<file path="src/matrix_multiply_accumulate_macros.svh">
// Assertion macros for the matrix multiply-accumulate block
`ifndef MATRIX_MULTIPLY_ACCUMULATE_MACROS_SVH
`define MATRIX_MULTIPLY_ACCUMULATE_MACROS_SVH

`define MMA_ASSERT_IMPL(label, clk, rst_n, ante, cons, msg) \
  label: assert property (@(posedge clk) disable iff (!rst_n) (ante) |-> (cons)) \
    else $error(msg);

`define MMA_ASSERT_NEXT(label, clk, rst_n, ante, cons, msg) \
  label: assert property (@(posedge clk) disable iff (!rst_n) (ante) |=> (cons)) \
    else $error(msg);

`endif

</file>
<file path="src/mma_ram.sv">
`timescale 1ns / 1ps
`default_nettype none
module mma_ram #(
  parameter int unsigned Width = 32,
  parameter int unsigned Depth = 64
) (
  input  wire                       clk_i,
  input  wire                       we_i,
  input  wire [$clog2(Depth)-1:0]   waddr_i,
  input  wire [Width-1:0]           wdata_i,
  input  wire [$clog2(Depth)-1:0]   raddr_i,
  output logic [Width-1:0]          rdata_o
);
  logic [Width-1:0] mem_q [Depth];

  always_ff @(posedge clk_i) begin
    if (we_i) mem_q[waddr_i] <= wdata_i;
    rdata_o <= mem_q[raddr_i];
  end
endmodule
`default_nettype wire

</file>
<file path="config.mk">
export PLATFORM = sky130hd
export DESIGN_NAME = mma_ram
export DESIGN_NICKNAME = d
export VERILOG_FILES = /design/src/matrix_multiply_accumulate_macros.svh /design/src/mma_ram.sv
export SDC_FILE = /design/constraint.sdc
export NUM_CORES = 2
export LEC_CHECK = 0
export ABC_AREA = 0
export ABC_CLOCK_PERIOD_IN_PS = 4500
export BUFFER_PORTS_ARGS = -buffer_cell sky130_fd_sc_hd__clkbuf_2
export CAP_MARGIN = 10
export CELL_PAD_IN_SITES_DETAIL_PLACEMENT = 2
export CELL_PAD_IN_SITES_GLOBAL_PLACEMENT = 2
export CORE_ASPECT_RATIO = 0.8
export CORE_MARGIN = 2
export CORE_UTILIZATION = 51
export CTS_CLUSTER_SIZE = 28
export DETAILED_ROUTE_END_ITERATION = 10
export PLACE_DENSITY = 0.86
export SLEW_MARGIN = 20
export SYNTH_ARGS = -nofsm -noshare
export SYNTH_HDL_FRONTEND = slang
export SYNTH_SLANG_ARGS = --single-unit
</file>
<file path="constraint.sdc">
create_clock -name clk_i -period 4.5 [get_ports clk_i]
set_input_delay 0.225 -clock clk_i [delete_from_list [all_inputs] [get_ports clk_i]]
set_output_delay 0.225 -clock clk_i [all_outputs]
set_load 0.02 [all_outputs]
</file>
==> flow_summary.json, run 1 <==
{
  "ys_ff_latch": 2080,
  "ys_top_cells_by_area": "edfxtp_1, mux4_2, mux2i_1, dfxtp_1, o22ai_1",
  "synth-main-ff-cell": "edfxtp_1",
  "syn_inst": 3324,
  "io_buffers": 77,
  "synth_area_mm2": 0.07852,
  "synth_edf_count": 2048,
  "lastStage": "detailed placement",
  "gp_congestion": 0.7870,
  "synth_seq_area_share_pct": 79.14,
  "status": "did not finish",
  "yosysMostFrequentCell": "edfxtp_1",
  "error_line": "[ERROR DPL-0033] detailed placement checks failed during check placement.",
  "ys_top_cells_by_count": "edfxtp_1, mux4_2, nor2_1",
  "yosys.area.top_type": "edfxtp_1",
  "start_util_pct": 51.44,
  "die_w_um": 442.7,
  "yosysWarnings": 0,
  "chipHeight_um": 354.9,
  "async_reset_ff_share_pct": 0,
  "dp_hpwl_um": 173200,
  "syn_avg_cell_area_um2": 23.62,
  "synth_top_cell_area_share_pct": 78.33,
  "yosysUniqueCellTypes": 34,
  "synth_fp_nets": 3370,
  "rows": 128,
  "pin_count": 78
}
[per-stage QoR]
stage	hold WS [ns]	cells	cell area [µm²]	setup WS, ns
2_1_floorplan	0.3239	3324	78520	1.115
3_3_place_gp	0.6511	5413	82530	0.7566
[cell families after synthesis]
group,synth area share [%]
AND/OR/NAND/NOR,1.265
flip-flops,79.14
multiplexers,16.79
AO/OA/AOI/OAI,1.673
buffers and inverters,1.128
==> run 2, diff against run 1 <==
--- a/config.mk
+++ b/config.mk
@@ -9,14 +9,10 @@
 export ABC_CLOCK_PERIOD_IN_PS = 4500
 export BUFFER_PORTS_ARGS = -buffer_cell sky130_fd_sc_hd__clkbuf_2
 export CAP_MARGIN = 10
-export CELL_PAD_IN_SITES_DETAIL_PLACEMENT = 2
-export CELL_PAD_IN_SITES_GLOBAL_PLACEMENT = 2
-export CORE_ASPECT_RATIO = 0.8
 export CORE_MARGIN = 2
-export CORE_UTILIZATION = 51
-export CTS_CLUSTER_SIZE = 28
+export CORE_UTILIZATION = 40
 export DETAILED_ROUTE_END_ITERATION = 10
-export PLACE_DENSITY = 0.86
+export PLACE_DENSITY_LB_ADDON = 0.15
 export SLEW_MARGIN = 20
 export SYNTH_ARGS = -nofsm -noshare
 export SYNTH_HDL_FRONTEND = slang
==> run 2 against run 1 <==
  * The run now ends clean
  * Synthesized cell count is the same
  * Synthesized area is the same
==> flow_summary.json, run 2 <==
{
  "slew_headroom_pct": 29.04,
  "p_leak_nw": 28.08,
  "wirelength_um": 203900,
  "start_util_pct": 40.27,
  "drc_errors": 0,
  "internal-power_mw": 31.95,
  "die_w_um": 447.0,
  "critPathTopFamily": "multiplexers",
  "synthToLayoutAreaGrowth_pct": 15.19,
  "grt_pass1_vias": 37300,
  "synth-main-ff-cell": "edfxtp_1",
  "dp_cells": 6032,
  "die_area_mm2": 0.1998,
  "seqPwrFrac_pct": 53.0,
  "min_to": "mem_q[11][21]",
  "cts_resized": 0,
  "setup_viol": 0,
  "overflow": 0,
  "ys_ff_latch": 2080,
  "antenna_found_initial": 9,
  "hold_path_startpoint": "wdata_i[21]",
  "layout.nets": 3677,
  "core_region_area_mm2": 0.1950,
  "fmax_mhz": 409.5,
  "ys_top_cells_by_count": "edfxtp_1, mux4_2, nor2_1",
  "status": "finished clean",
  "yosysUniqueCellTypes": 34,
  "h-tree-depth": 4,
  "skew_ns": 0.02782,
  "hold_violations": 0,
  "fin_cells": 6446,
  "largest_register_ff_count": 2048,
  "num_vias": 36120,
  "final_common_cell": "edfxtp_1",
  "mostFrequentLayoutCells": "edfxtp_1, mux4_2, clkbuf_16",
  "dp_hpwl_um": 118300,
  "synth_top_cell_area_share_pct": 78.33,
  "synth_fp_nets": 3370,
  "chipHeight_um": 447.0,
  "critPathCaptureType": "flip-flop",
  "worstSetupPathType": "input pin to flip-flop",
  "fin_crit_ns": 2.442,
  "critPathMaxFanout": 67,
  "r2r_slack_ns": 2.24,
  "crit_start": "raddr_i[0]",
  "powerDensity_mw_per_mm2": 450.2,
  "drtIter0Drc": 3811,
  "cp.buffers_inverters": 2,
  "hold_path_depth": 2,
  "path_cells": "buf_8 -> buf_12 -> mux4_2 -> mux4_2 -> o22ai_1 -> nor2_1",
  "swShare_pct": 21.52,
  "cts_root_buf": "clkbuf_16",
  "rr_endpoint": "rdata_o[29]",
  "yosys.area.top_type": "edfxtp_1",
  "synth_seq_area_share_pct": 79.14,
  "clk_path_buf_depth": 3,
  "ctsHoldBuffers": 10,
  "clk-insertion-delay-late_ns": 0.84,
  "crit_top_cell": "mux4_2",
  "rsz0062_at_grt": "false",
  "yosysMostFrequentCell": "edfxtp_1",
  "final_cell_area_mm2": 0.09044,
  "postCtsSetupRepairBufs": 0,
  "clk_pin_slew_worst_paths_ns": 0.06,
  "io_buffers": 77,
  "clockPowerShare_pct": 42.1,
  "rows": 162,
  "ys_top_cells_by_area": "edfxtp_1, mux4_2, mux2i_1, dfxtp_1, o22ai_1",
  "synth_edf_count": 2048,
  "syn_inst": 3324,
  "cp-start-kind": "input pin",
  "regMostFlops": "mem_q",
  "maxSlewViolCount": 0,
  "p_comb_share_pct": 4.9,
  "r2r-start": "mem_q[7][29]",
  "drv_cap": 0,
  "grt_max_degree": 72,
  "syn_avg_cell_area_um2": 23.62,
  "wl_per_cell_um": 31.64,
  "period_share_pct": 54.26,
  "drive_gt1_share_pct": 30.57,
  "worst_slew_pin_slew_ns": 1.062,
  "async_reset_ff_share_pct": 0,
  "max_stage_delay_ns": 0.66,
  "grt_pass1_wl_um": 288400,
  "drt_pass1_iterations": 6,
  "switchingPower_mw": 8.760,
  "cp.arrival_ns": 3.12,
  "pin_count": 78,
  "cts_tree": "built",
  "hold-worst-slack_ns": 0.03640,
  "grt_use_total_pct": 20.59,
  "reg_top3": "mem_q (2048), rdata_o (32)",
  "gp_congestion": 0.7738,
  "min_path_type": "input pin to flip-flop",
  "rr_worst_depth": 4,
  "viasPerCell": 5.603,
  "clock_sinks": 2080,
  "vdd_ir_drop_max_mv": 0.4510,
  "setup_tns_ns": 0,
  "cts_buffers": 211,
  "required_ns": 5.18,
  "dpl-instance-area_mm2": 0.08357,
  "yosysWarnings": 0,
  "critPathSlowestCell": "o22ai_1",
  "synth_area_mm2": 0.07852,
  "drtAntennaViolNets": 0
}
-- run 2: cell counts after synthesis --
No cell type changed its count.
-- run 2: how the worst max path moves through the flow --
stage / endpoint / depth (start not counted)
global placement: rdata_o[29] / 6
floorplan: mem_q[48][0] / 4
CTS: rdata_o[29] / 6
finish: rdata_o[29] / 6
global route: rdata_o[29] / 6
detailed placement: rdata_o[29] / 6
-- run 2: area by class of cell --
| type | instances | area (µm²) |
|---|---|---|
| Multi-Input combinational cell | 1062 | 15970 |
| Clock inverter | 121 | 1159 |
| Sequential cell | 2080 | 62140 |
| Tap cell | 2624 | 3283 |
| Timing Repair Buffer | 276 | 2278 |
| Clock buffer | 275 | 5593 |
| Fill cell | 16150 | 104500 |
| Antenna cell | 8 | 20.02 |
-- run 2: cells by family after synthesis --
| kind of cell | share of synthesized area (%) |
|---|---|
| and+or+nand+nor | 1.265 |
| AOI/OAI and AO/OA | 1.673 |
| DFF | 79.14 |
| muxes | 16.79 |
| buffers and inverters | 1.128 |
-- run 2: power groups by stage --
stage / clock network (mW) / registers (mW) / logic, mW
floorplan: 0 / 21.9 / 1.04
global placement: 0 / 22.0 / 2.05
detailed placement: 0 / 22.0 / 2.06
CTS: 17.5 / 21.6 / 2.07
global route: 18.2 / 21.6 / 2.15
finish: 17.1 / 21.6 / 2.01
-- run 2: stage by stage --
step	utilization, %	power [mW]	setup WS (ns)
3_3_place_gp	42.86	24.02	1.064
3_5_place_dp	42.86	24.04	1.050
6_report	46.38	40.71	2.058
5_1_grt	46.38	41.94	1.966
4_1_cts	46.37	41.15	1.966
2_1_floorplan	-	22.99	1.115
-- run 2: metal layers --
layer,track usage (%),share of wire [%]
met3,2.790,4.5
met1,29.49,44
met5,0,0
met2,33.52,49
met4,5.094,2.1
(Power assumes the default switching activity.)
